### config.mk
export PLATFORM = sky130hd
export DESIGN_NAME = xbin_rle_decoder_top
export DESIGN_NICKNAME = d
export VERILOG_FILES = /design/src/rtl/xrle_pkg.sv /design/src/rtl/xrle_ctrl.sv /design/src/rtl/xrle_dp.sv /design/src/rtl/xbin_rle_decoder_top.sv
export SDC_FILE = /design/constraint.sdc
export NUM_CORES = 1
export LEC_CHECK = 0
export BUFFER_PORTS_ARGS = -buffer_cell sky130_fd_sc_hd__buf_2
export CAP_MARGIN = 20
export CORE_MARGIN = 1.5
export CORE_UTILIZATION = 58
export DETAILED_ROUTE_END_ITERATION = 12
export PLACE_DENSITY = 0.79
export SLEW_MARGIN = 20
export SYNTH_ARGS = -nofsm -noshare
export SYNTH_HDL_FRONTEND = slang
export SYNTH_SLANG_ARGS = --single-unit
### constraint.sdc
create_clock -name clk -period 2.8 [get_ports clk]
set_input_delay 0.14 -clock clk [delete_from_list [all_inputs] [get_ports clk]]
set_output_delay 0.14 -clock clk [all_outputs]
set_load 0.01 [all_outputs]
### src/rtl/xrle_pkg.sv
// Shared types and constants for the XBin run-length decoder.
// Used by xrle_ctrl, xrle_dp and xbin_rle_decoder_top; no dependencies.
package xrle_pkg;

  localparam logic [31:0] CELLS_RESET = 32'd2000;

  typedef enum logic [2:0] {
    ST_HEADER,
    ST_HOLD1,
    ST_HOLD2,
    ST_LIT_FIRST,
    ST_LIT_SECOND,
    ST_LIT_ONE,
    ST_DONE,
    ST_BURST
  } phase_t;

  typedef enum logic [1:0] {
    MODE_NONE,
    MODE_CHAR,
    MODE_ATTR,
    MODE_BOTH
  } mode_t;

  typedef enum logic [1:0] {
    SEL_PAIR,
    SEL_CHAR_HELD,
    SEL_ATTR_HELD,
    SEL_BOTH
  } cell_sel_t;

  typedef struct packed {
    logic      reload;
    logic      load_hdr;
    logic      take_char;
    logic      take_attr;
    logic      take_pair;
    logic      emit;
    cell_sel_t sel;
  } cmd_t;

  typedef struct packed {
    logic  out_space;
    mode_t hdr_mode;
    mode_t run_mode;
    logic  cells_zero;
    logic  total_zero;
    logic  end_run;
    logic  end_image;
  } sts_t;

endpackage

### src/rtl/xrle_ctrl.sv
// Decode phase state machine for the XBin run-length decoder.
// Depends on xrle_pkg; drives commands into xrle_dp from its status.
module xrle_ctrl (
  input  logic          clk,
  input  logic          rst_n,
  input  logic          in_tvalid,
  input  logic          in_tuser,
  output logic          in_tready,
  input  xrle_pkg::sts_t st,
  output xrle_pkg::cmd_t cmd
);
  import xrle_pkg::*;

  phase_t state_r;
  phase_t state_nxt;
  phase_t phase_eff;
  logic   accept;
  logic   zero_eff;

  function automatic phase_t after_cell(sts_t s, phase_t cont);
    phase_t p;
    if (s.end_image) begin
      p = ST_DONE;
    end else if (s.end_run) begin
      p = ST_HEADER;
    end else begin
      p = cont;
    end
    return p;
  endfunction

  always_ff @(posedge clk) begin
    if (!rst_n) begin
      state_r <= ST_HEADER;
    end else begin
      state_r <= state_nxt;
    end
  end

  assign in_tready = (state_r != ST_BURST) && st.out_space;
  assign accept    = in_tvalid && in_tready;
  assign phase_eff = in_tuser ? ST_HEADER : state_r;
  assign zero_eff  = in_tuser ? st.total_zero : st.cells_zero;

  always_comb begin
    state_nxt = state_r;
    cmd       = '0;
    cmd.sel   = SEL_PAIR;
    if (accept) begin
      cmd.reload = in_tuser;
      case (phase_eff)
        ST_HEADER: begin
          if (zero_eff) begin
            state_nxt = ST_DONE;
          end else begin
            cmd.load_hdr = 1'b1;
            state_nxt    = (st.hdr_mode == MODE_NONE) ? ST_LIT_FIRST : ST_HOLD1;
          end
        end
        ST_HOLD1: begin
          case (st.run_mode)
            MODE_CHAR: begin
              cmd.take_char = 1'b1;
              state_nxt     = ST_LIT_ONE;
            end
            MODE_ATTR: begin
              cmd.take_attr = 1'b1;
              state_nxt     = ST_LIT_ONE;
            end
            MODE_BOTH: begin
              cmd.take_char = 1'b1;
              state_nxt     = ST_HOLD2;
            end
            default: begin
              state_nxt = ST_HEADER;
            end
          endcase
        end
        ST_HOLD2: begin
          cmd.take_attr = 1'b1;
          state_nxt     = ST_BURST;
        end
        ST_LIT_FIRST: begin
          cmd.take_pair = 1'b1;
          state_nxt     = ST_LIT_SECOND;
        end
        ST_LIT_SECOND: begin
          cmd.emit  = 1'b1;
          cmd.sel   = SEL_PAIR;
          state_nxt = after_cell(st, ST_LIT_FIRST);
        end
        ST_LIT_ONE: begin
          cmd.emit  = 1'b1;
          cmd.sel   = (st.run_mode == MODE_CHAR) ? SEL_CHAR_HELD : SEL_ATTR_HELD;
          state_nxt = after_cell(st, ST_LIT_ONE);
        end
        ST_DONE: begin
          state_nxt = ST_DONE;
        end
        default: begin
          state_nxt = ST_HEADER;
        end
      endcase
    end else if (state_r == ST_BURST && st.out_space) begin
      cmd.emit  = 1'b1;
      cmd.sel   = SEL_BOTH;
      state_nxt = after_cell(st, ST_BURST);
    end
  end

`ifndef SYNTHESIS
  a_emit_space: assert property (@(posedge clk) disable iff (!rst_n)
    cmd.emit |-> st.out_space)
    else $error("cell emitted while output register is blocked");

  a_done_holds: assert property (@(posedge clk) disable iff (!rst_n)
    (state_r == ST_DONE && !(accept && in_tuser)) |=> state_r == ST_DONE)
    else $error("left image-done without a restart");

  a_burst_cells: assert property (@(posedge clk) disable iff (!rst_n)
    state_r == ST_BURST |-> !st.cells_zero && !in_tready)
    else $error("burst with no cells left or input open");

  a_image_end: assert property (@(posedge clk) disable iff (!rst_n)
    (cmd.emit && st.end_image) |=> state_r == ST_DONE)
    else $error("last image cell did not end decoding");
`endif

endmodule

### src/rtl/xrle_dp.sv
// Datapath of the XBin run-length decoder: counters, held bytes, output register.
// Depends on xrle_pkg; controlled by xrle_ctrl through cmd_t and sts_t.
module xrle_dp (
  input  logic                 clk,
  input  logic                 rst_n,
  input  logic                 cfg_we,
  input  logic [31:0]          cfg_wdata,
  input  logic [7:0]           in_data,
  input  xrle_pkg::cmd_t       cmd,
  output xrle_pkg::sts_t       st,
  output logic                 out_tvalid,
  input  logic                 out_tready,
  output logic [15:0]          out_tdata,
  output logic                 out_tlast,
  output logic [1:0]           out_tuser
);
  import xrle_pkg::*;

  logic [31:0] total_r;
  logic [31:0] cells_left_r;
  mode_t       run_mode_r;
  logic [6:0]  run_left_r;
  logic [7:0]  held_char_r;
  logic [7:0]  held_attr_r;
  logic [7:0]  pair_r;
  logic        out_valid_r;
  logic [7:0]  out_char_r;
  logic [7:0]  out_attr_r;
  logic        out_last_r;
  logic        out_done_r;
  logic        out_ovr_r;
  logic [7:0]  cell_char;
  logic [7:0]  cell_attr;

  assign st.out_space  = !out_valid_r || out_tready;
  assign st.hdr_mode   = mode_t'(in_data[7:6]);
  assign st.run_mode   = run_mode_r;
  assign st.cells_zero = (cells_left_r == 32'd0);
  assign st.total_zero = (total_r == 32'd0);
  assign st.end_run    = (run_left_r == 7'd1);
  assign st.end_image  = (cells_left_r == 32'd1);

  always_comb begin
    case (cmd.sel)
      SEL_PAIR: begin
        cell_char = pair_r;
        cell_attr = in_data;
      end
      SEL_CHAR_HELD: begin
        cell_char = held_char_r;
        cell_attr = in_data;
      end
      SEL_ATTR_HELD: begin
        cell_char = in_data;
        cell_attr = held_attr_r;
      end
      default: begin
        cell_char = held_char_r;
        cell_attr = held_attr_r;
      end
    endcase
  end

  always_ff @(posedge clk) begin
    if (!rst_n) begin
      total_r <= CELLS_RESET;
    end else if (cfg_we) begin
      total_r <= cfg_wdata;
    end
  end

  always_ff @(posedge clk) begin
    if (!rst_n) begin
      cells_left_r <= CELLS_RESET;
      run_mode_r   <= MODE_NONE;
      run_left_r   <= 7'd0;
      out_valid_r  <= 1'b0;
    end else begin
      if (cmd.emit) begin
        cells_left_r <= cells_left_r - 32'd1;
        run_left_r   <= run_left_r - 7'd1;
      end else begin
        if (cmd.reload) begin
          cells_left_r <= total_r;
        end
        if (cmd.load_hdr) begin
          run_mode_r <= mode_t'(in_data[7:6]);
          run_left_r <= {1'b0, in_data[5:0]} + 7'd1;
        end
      end
      if (cmd.emit) begin
        out_valid_r <= 1'b1;
      end else if (out_tready) begin
        out_valid_r <= 1'b0;
      end
    end
  end

  always_ff @(posedge clk) begin
    if (cmd.take_char) begin
      held_char_r <= in_data;
    end
    if (cmd.take_attr) begin
      held_attr_r <= in_data;
    end
    if (cmd.take_pair) begin
      pair_r <= in_data;
    end
    if (cmd.emit) begin
      out_char_r <= cell_char;
      out_attr_r <= cell_attr;
      out_last_r <= (cmd.sel != SEL_BOTH) || st.end_run || st.end_image;
      out_done_r <= st.end_image;
      out_ovr_r  <= st.end_image && !st.end_run;
    end
  end

  assign out_tvalid = out_valid_r;
  assign out_tdata  = {out_attr_r, out_char_r};
  assign out_tlast  = out_last_r;
  assign out_tuser  = {out_ovr_r, out_done_r};

endmodule

### src/rtl/xbin_rle_decoder_top.sv
// XBin run-length decoder: takes one compressed byte per transaction and
// returns character/attribute cells. Header, held and first-of-pair bytes
// yield no cell; every other byte yields one cell, and the attribute byte of
// a both-repeat run yields the whole run. Input is taken at one byte per
// cycle while the single output register drains; a both-repeat run closes
// the input while the burst counter emits one cell per cycle whenever the
// output register has space. total_cells is reloaded into the cell counter
// on start_of_image. Top level; depends on xrle_pkg, xrle_ctrl and xrle_dp.
module xbin_rle_decoder_top (
  input  logic        clk,
  input  logic        rst_n,
  input  logic        cfg_we,
  input  logic [31:0] cfg_wdata,   // total_cells
  input  logic        in_tvalid,
  output logic        in_tready,
  input  logic [7:0]  in_tdata,    // [7:0] data_byte
  input  logic        in_tuser,    // [0] start_of_image
  output logic        out_tvalid,
  input  logic        out_tready,
  output logic [15:0] out_tdata,   // [7:0] char_code, [15:8] attribute
  output logic        out_tlast,   // last cell produced by the current input byte
  output logic [1:0]  out_tuser    // [0] image_done, [1] overrun_error
);
  import xrle_pkg::*;

  cmd_t cmd;
  sts_t st;

  xrle_ctrl u_ctrl (
    .clk       (clk),
    .rst_n     (rst_n),
    .in_tvalid (in_tvalid),
    .in_tuser  (in_tuser),
    .in_tready (in_tready),
    .st        (st),
    .cmd       (cmd)
  );

  xrle_dp u_dp (
    .clk        (clk),
    .rst_n      (rst_n),
    .cfg_we     (cfg_we),
    .cfg_wdata  (cfg_wdata),
    .in_data    (in_tdata),
    .cmd        (cmd),
    .st         (st),
    .out_tvalid (out_tvalid),
    .out_tready (out_tready),
    .out_tdata  (out_tdata),
    .out_tlast  (out_tlast),
    .out_tuser  (out_tuser)
  );

endmodule

# Yosys cells after proc, flatten, opt, wreduce, memory -nomap -nowiden

Index checks and enable logic that the tools add are counted.

Register bits after elaboration: 120
Word-level logic and storage cells: 90

Reduce and logical (&&, ||, !) cells: 22
Bitwise gates (word level): 1
Mux-type cells: 34
Add/subtract/negate cells: 3
Equal/unequal tests: 16

Operator list:

| kind                                                 | count |
|---|---|
| logical NOT 32 bit                                   | 2 |
| two-way mux 32 bit                                   | 2 |
| two-way mux 3 bit                                    | 11 |
| equality test 32 x 1 -> 1 bit, second input constant | 1 |
| subtractor 32 x 1 -> 32 bit, second input constant   | 1 |
| one-hot mux 3 bit (7 select lines)                   | 1 |
| one-hot mux 8 bit (2 select lines)                   | 1 |
| two-way mux 7 bit                                    | 2 |
| equality test 3 bit, second input constant           | 4 |
| one-hot mux 3 bit (2 select lines)                   | 2 |
| two-way mux 1 bit                                    | 9 |
| two-way mux 8 bit                                    | 1 |
| nonzero test 2 bit                                   | 4 |
| adder 6 x 1 -> 7 bit, second input constant          | 1 |
| equality test 7 x 1 -> 1 bit, second input constant  | 1 |
| subtractor 7 x 1 -> 7 bit, second input constant     | 1 |
| equality test 2 bit, second input constant           | 3 |
| equality test 3 x 2 -> 1 bit, second input constant  | 2 |
| two-way mux 2 bit                                    | 3 |
| OR reduction 2 bit                                   | 3 |
| two-way mux 5 bit                                    | 1 |
| equality test 2 x 1 -> 1 bit, second input constant  | 2 |
| logical AND 1 bit                                    | 4 |
| logical NOT 2 bit                                    | 2 |
| other kinds (9)                                      | 12 |

# Depth between registers and ports, before layout

Gate-level depths: netlist of the first run.

Word-level depth: 8
Depth in mapped cells: 9
Mapped depth without buffers: 7

# Cells and area by module

From an unflattened synthesis of the first run, not the netlist that was laid out.

Cells, all modules: 589
Area, all modules: 5893.2 µm²

Modules (own cells, without submodules):

| module    | sequential area each (µm²) | area each (µm²) | cells an instance | instances |
|---|---|---|---|---|
| xrle_dp   | 2772.7                     | 5403.9          | 518               | 1 |
| xrle_ctrl | 60.1                       | 489.2           | 71                | 1 |

# Worst setup path before layout of the first run

Ideal clock, no wire load.

Path kind: register to register
Start: register u_dp.cells_left_r[26]
End: register u_dp.run_left_r[1]
Buffers on the path: 0
Stages on the path, launching flop included: 7
Path slack: 0.396 ns
Arrival time: 2.309 ns
Data required time: 2.705 ns
Period minus slack after synthesis: 2.404 ns
Path through: dfxtp_1 > or4_4 > or4_4 > nor4_4 > nor3_1 > or4_1 > o311ai_1

Word-level cells in the longest chain between the ends: 6

RTL lines:

| element                             | line            | text |
|---|---|---|
| start, declared                     | xrle_dp.sv:20   | `logic [31:0] cells_left_r;` |
| start signal, assigned              | xrle_dp.sv:80   | `cells_left_r <= cells_left_r - 32'd1;` |
| start signal, assigned              | xrle_dp.sv:84   | `cells_left_r <= total_r;` |
| logical NOT 32 bit                  | xrle_dp.sv:38   | `assign st.cells_zero = (cells_left_r == 32'd0);` |
| two-way mux 1 bit                   | xrle_ctrl.sv:43 | `assign zero_eff = in_tuser ? st.total_zero : st.cells_zero;` |
| two-way mux 1 bit                   | xrle_ctrl.sv:53 | `if (zero_eff) begin` |
| two-way mux 1 bit                   | xrle_ctrl.sv:51 | `case (phase_eff)` |
| two-way mux 5 bit                   | xrle_ctrl.sv:49 | `if (accept) begin` |
| nonzero test 2 bit (no source line) | --              |  |
| end signal, assigned                | xrle_dp.sv:81   | `run_left_r <= run_left_r - 7'd1;` |
| end signal, assigned                | xrle_dp.sv:88   | `run_left_r <= {1'b0, in_data[5:0]} + 7'd1;` |
| end, declared                       | xrle_dp.sv:22   | `logic [6:0] run_left_r;` |

Every way passes these cells.
A chain may end at the register's enable or synchronous reset.

# Worst setup path after layout of the first run

Start: register u_dp.cells_left_r[26]
End: register u_dp.run_left_r[5]

The elaborated chain is that of the path after synthesis.

==> impl_metrics.tcl, run 1 <==
set metrics [dict create \
    status "completed" \
    start_kind "flip-flop" \
    finalSetupTns_ns 0 \
    endpoint_kind "flip-flop" \
    pin_count 67 \
    num_vias 5107 \
    insertedDiodeCount 0 \
    p_leak_nw 2.806 \
    syn-num-nets 630 \
    drt_iter0_markers 435 \
    synth_top_family_by_area "simple AND/OR/NAND/NOR gates" \
    setup_violations 0 \
    grt.total_usage_pct 29.01 \
    layout-drive-gt1-share_pct 19.97 \
    hold_viol 0 \
    crit_type "flip-flop to flip-flop" \
    period_share_pct 94.86 \
    worstSetupStartpoint "u_dp.cells_left_r[26]$_SDFFE_PN0P_" \
    regToRegEndpoint "u_dp.run_left_r[5]$_SDFFE_PN0P_" \
    numClockSinks 120 \
    htreeDepth 4 \
    synthAdderAreaFrac_pct 1.963 \
    tritoncts "yes" \
    routed_via_density 6.124 \
    slew_headroom_pct 37.62 \
    rsz0062_at_grt "no" \
    r2r_start "u_dp.cells_left_r[26]$_SDFFE_PN0P_" \
    synth.area.mux_share_pct 7.503 \
    ff2ff_setup_slack_ns 0.14 \
    grt_pass1_vias 4889 \
    first_pass_iters 5 \
    finalMaxSlewViolations 0 \
    yosys-top-cells-area "dfxtp_1 27%, edfxtp_1 23%, mux2i_1 5.9%" \
    ys_seq_area_share_pct 49.38 \
    die_x_um 102.5 \
    holdPathStages 4 \
    dieArea_sq_um 10500 \
    min_path_type "input pin to flip-flop" \
    required_ns 3.24 \
    ys_warn_count 0 \
    async_flop_share_pct 0 \
    synthCells 575 \
    wl_per_cell_um 17.43 \
    grt.overflow.total 0 \
    ys_types 74 \
    portBuffers 66 \
    avgSynthCellArea_sq_um 9.977 \
    antenna_found_initial 0 \
    yosys.area_share.simple_pct 18.91 \
    die_h_um 102.5 \
    n_fill_cell 647 \
    min_to "u_ctrl.state_r[0]$_SDFFE_PN0P_" \
    clk_latency_ns 0.53 \
    hold_path.startpoint "in_tvalid" \
    worstPathArrival_ns 3.10 \
    powerDensity_nw_per_um2 642.9 \
    syn_area_sq_um 5737 \
    layout.cells.non_filler 834 \
    grt_pass1_wl_um 23320 \
    synth-compound-area-share_pct 16.68 \
    cp_max_fo 7 \
    cap_violations 0 \
    ys.flop_type "dfxtp_1" \
    gp_congestion 0.8999 \
    grt_max_degree 38 \
    syn_to_final_growth_pct 26.35 \
    ys_ff_latch 120 \
    wl_um 14540 \
    wl_met1_um 5819 \
    dpl.hpwl_um 8917 \
    synth_top_area_share_pct 26.87 \
    coreArea_sq_um 9684 \
    synth-xor-area-share_pct 1.374 \
    dr_wl_met2_um 7230 \
    max_freq_ghz 0.3765 \
    row_count 36 \
    path_clk_slew_ns 0.06 \
    clock_path_buffers 2 \
    hold_ws_ns 0.1259 \
    dp.cells 754 \
    wl_met3_um 945 \
    route.detailed.drc 0 \
    fin_skew_ns 0.01201 \
    top_layer_used "met4" \
    antenna_left 0 \
    worst_pin_slew_ns 0.9357 \
    final_nets 743 \
    cts_root_buffer "clkbuf_8" \
    synthTopCellsByCount "77 x dfxtp_1, 71 x nor2_1, 43 x edfxtp_1, 36 x a21oi_1" \
    fin_crit_ns 2.656 \
    cts.repair.resized 0 \
    vdd_ir_drop_max_mv 0.5548 \
    synth_most_common_cell "dfxtp_1" \
    start_util_pct 59.24 \
    cts-buffers-inserted 17 \
    ff2ff_path_depth 6 \
    synth_edf_count 43 \
    synth_top_area_cell "dfxtp_1" \
]
-- flip-flops by register name (all words and copies together) (netlist names) --
name	count
u_ctrl.state_r	3
u_dp.cells_left_r	32
u_dp.held_attr_r	8
u_dp.held_char_r	8
u_dp.out_attr_r	8
u_dp.out_char_r	8
u_dp.out_done_r	1
u_dp.out_ovr_r	1
u_dp.out_tlast	1
u_dp.out_tvalid	1
u_dp.pair_r	8
u_dp.run_left_r	7
u_dp.run_mode_r	2
u_dp.total_r	32
-- cell type report --
class                           count  area [sq um]  share of cell area (%)
Sequential cell                   120          2833                   39.08
Multi-Input combinational cell    401          2664                   36.75
Timing Repair Buffer              125         893.4                   12.33
Clock buffer                       17         414.1                   5.714
Clock inverter                     15         188.9                   2.607
Tap cell                          133         166.4                   2.296
Inverter                           23         88.84                   1.226
-- layer usage --
metal  GRT usage (%)  up-vias
met5               0        -
met4           14.54        0
met3           7.592       56
met2           48.96      264
met1           34.24     2389
li1                -     2398
-- layout by cell type (no fill, tap or decap), types with 5 or more instances in the layout --
| master | count |
|---|---|
| o211ai_1 | 9 |
| o21ai_0 | 19 |
| nand2_1 | 34 |
| ha_1 | 9 |
| buf_2 | 66 |
| a221oi_1 | 6 |
| a21oi_1 | 36 |
| dfxtp_1 | 77 |
| buf_4 | 11 |
| nand3_1 | 16 |
| clkbuf_16 | 16 |
| nor4_1 | 17 |
| a22oi_1 | 16 |
| o311ai_0 | 6 |
| xor2_1 | 5 |
| nor2_1 | 71 |
| mux2i_1 | 34 |
| nor3_1 | 13 |
| inv_1 | 21 |
| edfxtp_1 | 43 |
| o21ai_1 | 10 |
| nand4_1 | 5 |
| dlygate4sd3_1 | 48 |
| inv_6 | 6 |
| mux2_2 | 8 |
| a31oi_1 | 7 |
-- how the worst max path moves through the flow --
stage | end | slack (ns)
2_1_floorplan | u_dp.run_left_r[1]$_SDFFE_PN0P_ | 0.40
3_3_place_gp | u_dp.run_left_r[5]$_SDFFE_PN0P_ | 0.29
3_5_place_dp | u_dp.run_left_r[5]$_SDFFE_PN0P_ | 0.22
4_1_cts | u_dp.run_left_r[5]$_SDFFE_PN0P_ | 0.17
5_1_grt | u_dp.run_left_r[5]$_SDFFE_PN0P_ | 0.01
6_report | u_dp.run_left_r[5]$_SDFFE_PN0P_ | 0.14
-- per-stage QoR --
stage	cell area [sq um]	total power, mW	worst slack (ns)	utilization, %
2_1_floorplan	5737	2.273	0.3958	-
3_3_place_gp	6165	2.393	0.2921	63.66
3_5_place_dp	6165	2.413	0.2158	63.66
4_1_cts	7248	4.665	0.1654	74.85
5_1_grt	7248	4.812	0.01092	74.85
6_report	7248	4.660	0.1439	74.85
-- logic make-up (layout without fill, tap and decap cells) --
group	count (synthesis)	after routing
compound gates	141	141
xor+xnor	9	9
fa+ha+maj	9	9
buf+inv	54	180
flops	120	120
mux	42	42
simple gates	200	200
-- power breakdown --
| group | switching [mW] | internal (mW) |
|---|---|---|
| Combinational | 0.275 | 0.226 |
| Sequential | 0.0723 | 1.88 |
| Clock | 0.838 | 1.37 |
-- what timing repair did --
action / 4_1_cts / 5_1_grt
hold endpoints to repair: 62 / 0
buffers inserted: 0 / 0
hold buffers: 48 / 0
-- critical path: stages, from the launching register on --
cell and delay [ns]:
dfxtp_1 0.37, or4_4 0.57, or4_4 0.47, nor4_4 0.43, nor4_2 0.18, a311o_1 0.35, a31oi_1 0.20
Power figures use the tool's default switching activity.
==> run 2, diff against run 1 <==
PLACE_DENSITY = unset   (was 0.79)
PLACE_DENSITY_LB_ADDON = 0.12   (was unset)
==> impl_metrics.tcl, run 2 (same netlist as run 1, synthesis figures left out) <==
set metrics [dict create \
    rsz0062_at_grt "no" \
    dieArea_sq_um 10500 \
    clock_path_buffers 2 \
    cts_root_buffer "clkbuf_8" \
    crit_type "flip-flop to flip-flop" \
    ff2ff_path_depth 6 \
    crit_path_cell_trace "or4_4 > or4_4 > nor4_4 > nor3_1 > or4_1 > o311ai_1" \
    coreArea_sq_um 9684 \
    grt_max_degree 39 \
    wl_um 14370 \
    clk_latency_ns 0.53 \
    dpl.hpwl_um 8941 \
    cts-buffers-inserted 17 \
    required_ns 3.22 \
    finalSetupTns_ns 0 \
    hold_viol 0 \
    worstPathArrival_ns 3.03 \
    finalMaxSlewViolations 0 \
    fin_crit_ns 2.606 \
    route.detailed.drc 0 \
    drt_iter0_markers 318 \
    mostFrequentLayoutCell "dfxtp_1" \
    crit_buf_inv 0 \
    grt.total_usage_pct 28.87 \
    p_leak_nw 2.850 \
    layout_common_cells "77 x dfxtp_1, 71 x nor2_1, 66 x buf_2" \
    grt.overflow.total 0 \
    antenna_left 0 \
    path_clk_slew_ns 0.06 \
    period_share_pct 93.07 \
    top_regs "u_dp.cells_left_r x32, u_dp.total_r x32" \
    endpoint_kind "flip-flop" \
    max_stage_delay_ns 0.57 \
    row_count 36 \
    cap_violations 0 \
    cts.repair.resized 0 \
    syn_to_final_growth_pct 27.59 \
    first_pass_iters 5 \
    fin_skew_ns 0.007465 \
    num_vias 5037 \
    n_fill_cell 669 \
    slowest_stage "or4_4" \
    cts_setup_buffers 0 \
    numClockSinks 120 \
    status "completed" \
    cp_max_fo 7 \
    pin_count 67 \
    max_freq_ghz 0.3837 \
    worst_pin_slew_ns 0.9445 \
    portBuffers 66 \
    insertedDiodeCount 0 \
    wl_per_cell_um 17.16 \
    powerDensity_nw_per_um2 662.4 \
    start_util_pct 59.24 \
    hold_buffers 48 \
    min_path_type "input pin to flip-flop" \
    cp.depth 6 \
    start_kind "flip-flop" \
    routed_via_density 6.018 \
    tritoncts "yes" \
    path_delay_family "simple AND/OR/NAND/NOR gates" \
    final_nets 746 \
    slew_headroom_pct 37.03 \
    setup_violations 0 \
    crit_path_frequent_cell "or4_4" \
    layout-drive-gt1-share_pct 20.31 \
    grt_pass1_vias 4847 \
    htreeDepth 4 \
    die_h_um 102.5 \
    antenna_found_initial 0 \
    vdd_ir_drop_max_mv 0.4519 \
    gp_congestion 0.9086 \
    holdPathStages 4 \
    utilization_pct 75.58 \
    grt_pass1_wl_um 23380 \
    die_x_um 102.5 \
]
run 2: cell count changes in the layout (fill, tap and decap cells not counted), sizes merged:
| cell | change |
|---|---|
| buf | +3 |
| bufinv | +2 |
| clkinv | +1 |
| clkinvlp | -2 |
| inv | -1 |
run 2: layout make-up:
cell class              instances  area, sq um  share of cell area, %
clock buffers                  17        414.1                  5.658
multi-input cells             401         2664                  36.39
well taps                     133        166.4                  2.274
repair buffers                128        915.9                  12.51
inverters                      23        88.84                  1.214
flip-flops and latches        120         2833                  38.70
clock inverters                15        237.7                  3.248
run 2: per-layer routing:
layer  global-route usage [%]  share of wire [%]  wire, um  vias to the layer above
li1                         -                  -         -                     2403
met1                    36.30                 42      6061                     2370
met2                    47.63                 49      7046                      218
met3                    6.224                5.8       829                       46
met4                    13.38                3.0       427                        0
met5                        0                  0         0                        -
run 2: through the flow:
stage	total power, mW	instance area (sq um)	instances	hold slack [ns]	setup WS (ns)
finish	4.848	7320	837	0.1149	0.1939
global route	4.994	7320	837	0.1323	0.06044
CTS	4.856	7320	837	0.09977	0.2155
detailed placement	2.415	6187	757	0.3604	0.2295
global placement	2.400	6187	757	0.3533	0.2897
floorplan	2.273	5737	575	0.2389	0.3958
run 2: worst paths after layout:
check,from,endpoint,slack [ns]
setup / recovery,u_dp.cells_left_r[26]$_SDFFE_PN0P_,u_dp.run_left_r[1]$_SDFFE_PN0P_,0.19
hold / removal,in_tvalid,u_ctrl.state_r[0]$_SDFFE_PN0P_,0.11
setup reg to reg,u_dp.cells_left_r[26]$_SDFFE_PN0P_,u_dp.run_left_r[1]$_SDFFE_PN0P_,0.19
hold reg to reg,u_dp.cells_left_r[13]$_SDFFE_PN0P_,u_dp.cells_left_r[13]$_SDFFE_PN0P_,0.51
run 2: worst register-to-register path, cell delays in order, from the launching register on:
cell and delay [ns]:
dfxtp_1 0.37, or4_4 0.57, or4_4 0.47, nor4_4 0.43, nor3_1 0.15, or4_1 0.41
o311ai_1 0.11
run 2: power by group:
group	internal [mW]	leakage (nW)	switching [mW]
Combinational	0.228	1.51	0.271
Sequential	1.88	1.02	0.0701
Clock	1.56	0.318	0.847
==> run 3, diff against run 2 <==
CORE_UTILIZATION = 60   (was 58)
clock period = 3.2 ns   (was 2.8 ns; I/O delays follow)
==> impl_metrics.tcl, run 3 (same netlist as run 1, synthesis figures left out) <==
set metrics [dict create \
    status "completed" \
    clock_path_buffers 2 \
    start_util_pct 62.09 \
    cts_root_buffer "clkbuf_8" \
    powerDensity_nw_per_um2 562.4 \
    dpl.hpwl_um 8991 \
    n_fill_cell 580 \
    grt_pass1_wl_um 23850 \
    grt_pass1_vias 4899 \
    die_x_um 100.8 \
    wl_um 14400 \
    layout-drive-gt1-share_pct 19.34 \
    grt.total_usage_pct 29.99 \
    antenna_found_initial 0 \
    mostFrequentLayoutCell "dfxtp_1" \
    insertedDiodeCount 0 \
    place_area_sq_um 6137 \
    layout_common_cells "77 x dfxtp_1, 71 x nor2_1, 66 x buf_2" \
    finalSetupTns_ns 0 \
    dieArea_sq_um 10160 \
    rsz0062_at_grt "no" \
    p_clk_share_pct 47.2 \
    pwr-share-seq_pct 42.1 \
    vdd_ir_drop_max_mv 0.4097 \
    power.net_switching_mw 1.022 \
    multi_input_area_sq_um 2664 \
    row_count 35 \
    portBuffers 66 \
    p_leak_nw 2.783 \
    antenna_left 0 \
    clk_latency_ns 0.52 \
    syn_to_final_growth_pct 25.61 \
    routed_via_density 6.081 \
    wl_per_cell_um 17.41 \
    fin_skew_ns 0.007512 \
    slowest_stage "or4_4" \
    top_regs "u_dp.cells_left_r x32, u_dp.total_r x32" \
    slew_headroom_pct 29.36 \
    crit_path_cell_trace "or4_4 > or4_4 > nor4_4 > nor3_1 > or4_1 > o311ai_1" \
    endpoint_kind "flip-flop" \
    hold_viol 0 \
    switching_share_pct 25.22 \
    fin_area_sq_um 7206 \
    worst_pin_slew_ns 1.058 \
    num_vias 5029 \
    cts_setup_buffers 0 \
    required_ns 3.62 \
    coreArea_sq_um 9240 \
    finalMaxSlewViolations 0 \
    post-place-ws_ns 0.6197 \
    combPwrFrac_pct 10.7 \
    gp_congestion 0.8995 \
    cts-buffers-inserted 17 \
    route.detailed.drc 0 \
    numClockSinks 120 \
    cts.repair.resized 0 \
    start_kind "flip-flop" \
    htreeDepth 4 \
    tritoncts "yes" \
    drt_iter0_markers 329 \
    max_freq_ghz 0.3818 \
    grt.overflow.total 0 \
    internal-power_mw 3.030 \
    path_clk_slew_ns 0.06 \
    cap_violations 0 \
    worstPathArrival_ns 3.04 \
    crit_path_frequent_cell "or4_4" \
    period_share_pct 81.85 \
    die_h_um 100.8 \
    fin_crit_ns 2.619 \
    cp_max_fo 7 \
    setup_violations 0 \
    max_stage_delay_ns 0.57 \
    final_nets 740 \
    setup_ws_ns 0.5809 \
    min_path_type "input pin to flip-flop" \
    crit_type "flip-flop to flip-flop" \
    grt_max_degree 63 \
    seq_area_sq_um 2833 \
    pin_count 67 \
    first_pass_iters 5 \
]
==> run 3: through the flow <==
step	std cells	hold WS (ns)	util [%]	total power, mW
CTS	827	0.1472	77.98	4.052
finish	827	0.1591	77.98	4.052
floorplan	575	0.2589	-	1.989
global placement	747	0.3760	66.42	2.095
detailed placement	747	0.3817	66.42	2.110
global route	827	0.1945	77.98	4.182
==> run 3: layout make-up <==
class	instances	area share, %
Clock buffer	18	5.800
Clock inverter	14	2.362
Inverter	23	1.233
Multi-Input combinational cell	401	36.97
Sequential cell	120	39.31
Tap cell	129	2.240
Timing Repair Buffer	122	12.09
==> run 3: power groups by stage <==
stage | Combinational [mW] | Clock [mW] | Sequential (mW)
floorplan | 0.277 | 0 | 1.71
global placement | 0.366 | 0 | 1.73
detailed placement | 0.377 | 0 | 1.73
CTS | 0.428 | 1.92 | 1.70
global route | 0.474 | 2.00 | 1.71
finish | 0.434 | 1.91 | 1.71
==> run 3: final timing paths <==
kind,start,to,slack (ns),cells after the start
worst min register to register,u_dp.run_left_r[3]$_SDFFE_PN0P_,u_dp.run_left_r[3]$_SDFFE_PN0P_,0.51,2
worst max-delay path,u_dp.cells_left_r[26]$_SDFFE_PN0P_,u_dp.run_left_r[1]$_SDFFE_PN0P_,0.58,6
worst min-delay path,in_tvalid,u_ctrl.state_r[0]$_SDFFE_PN0P_,0.16,4
worst max register to register,u_dp.cells_left_r[26]$_SDFFE_PN0P_,u_dp.run_left_r[1]$_SDFFE_PN0P_,0.58,6
==> run 3: what timing repair did <==
item	CTS	global route
hold buffers	48	0
setup endpoints to repair	0	0
hold endpoints to repair	59	0
==> run 3: metal layers <==
layer / track usage, % / wire (um) / vias up
met5: 0 / 0 / -
met4: 14.63 / 457 / 0
met3: 5.895 / 775 / 46
met2: 50.31 / 7085 / 218
met1: 37.06 / 6081 / 2379
li1: - / - / 2386
==> run 3: critical path: cells and delay by family, from the launching register on <==
| kind | cells | cell delay [ns] |
|---|---|---|
| and+or+nand+nor | 5 | 2.06 |
| DFF | 1 | 0.36 |
| AOI/OAI and AO/OA | 1 | 0.09 |
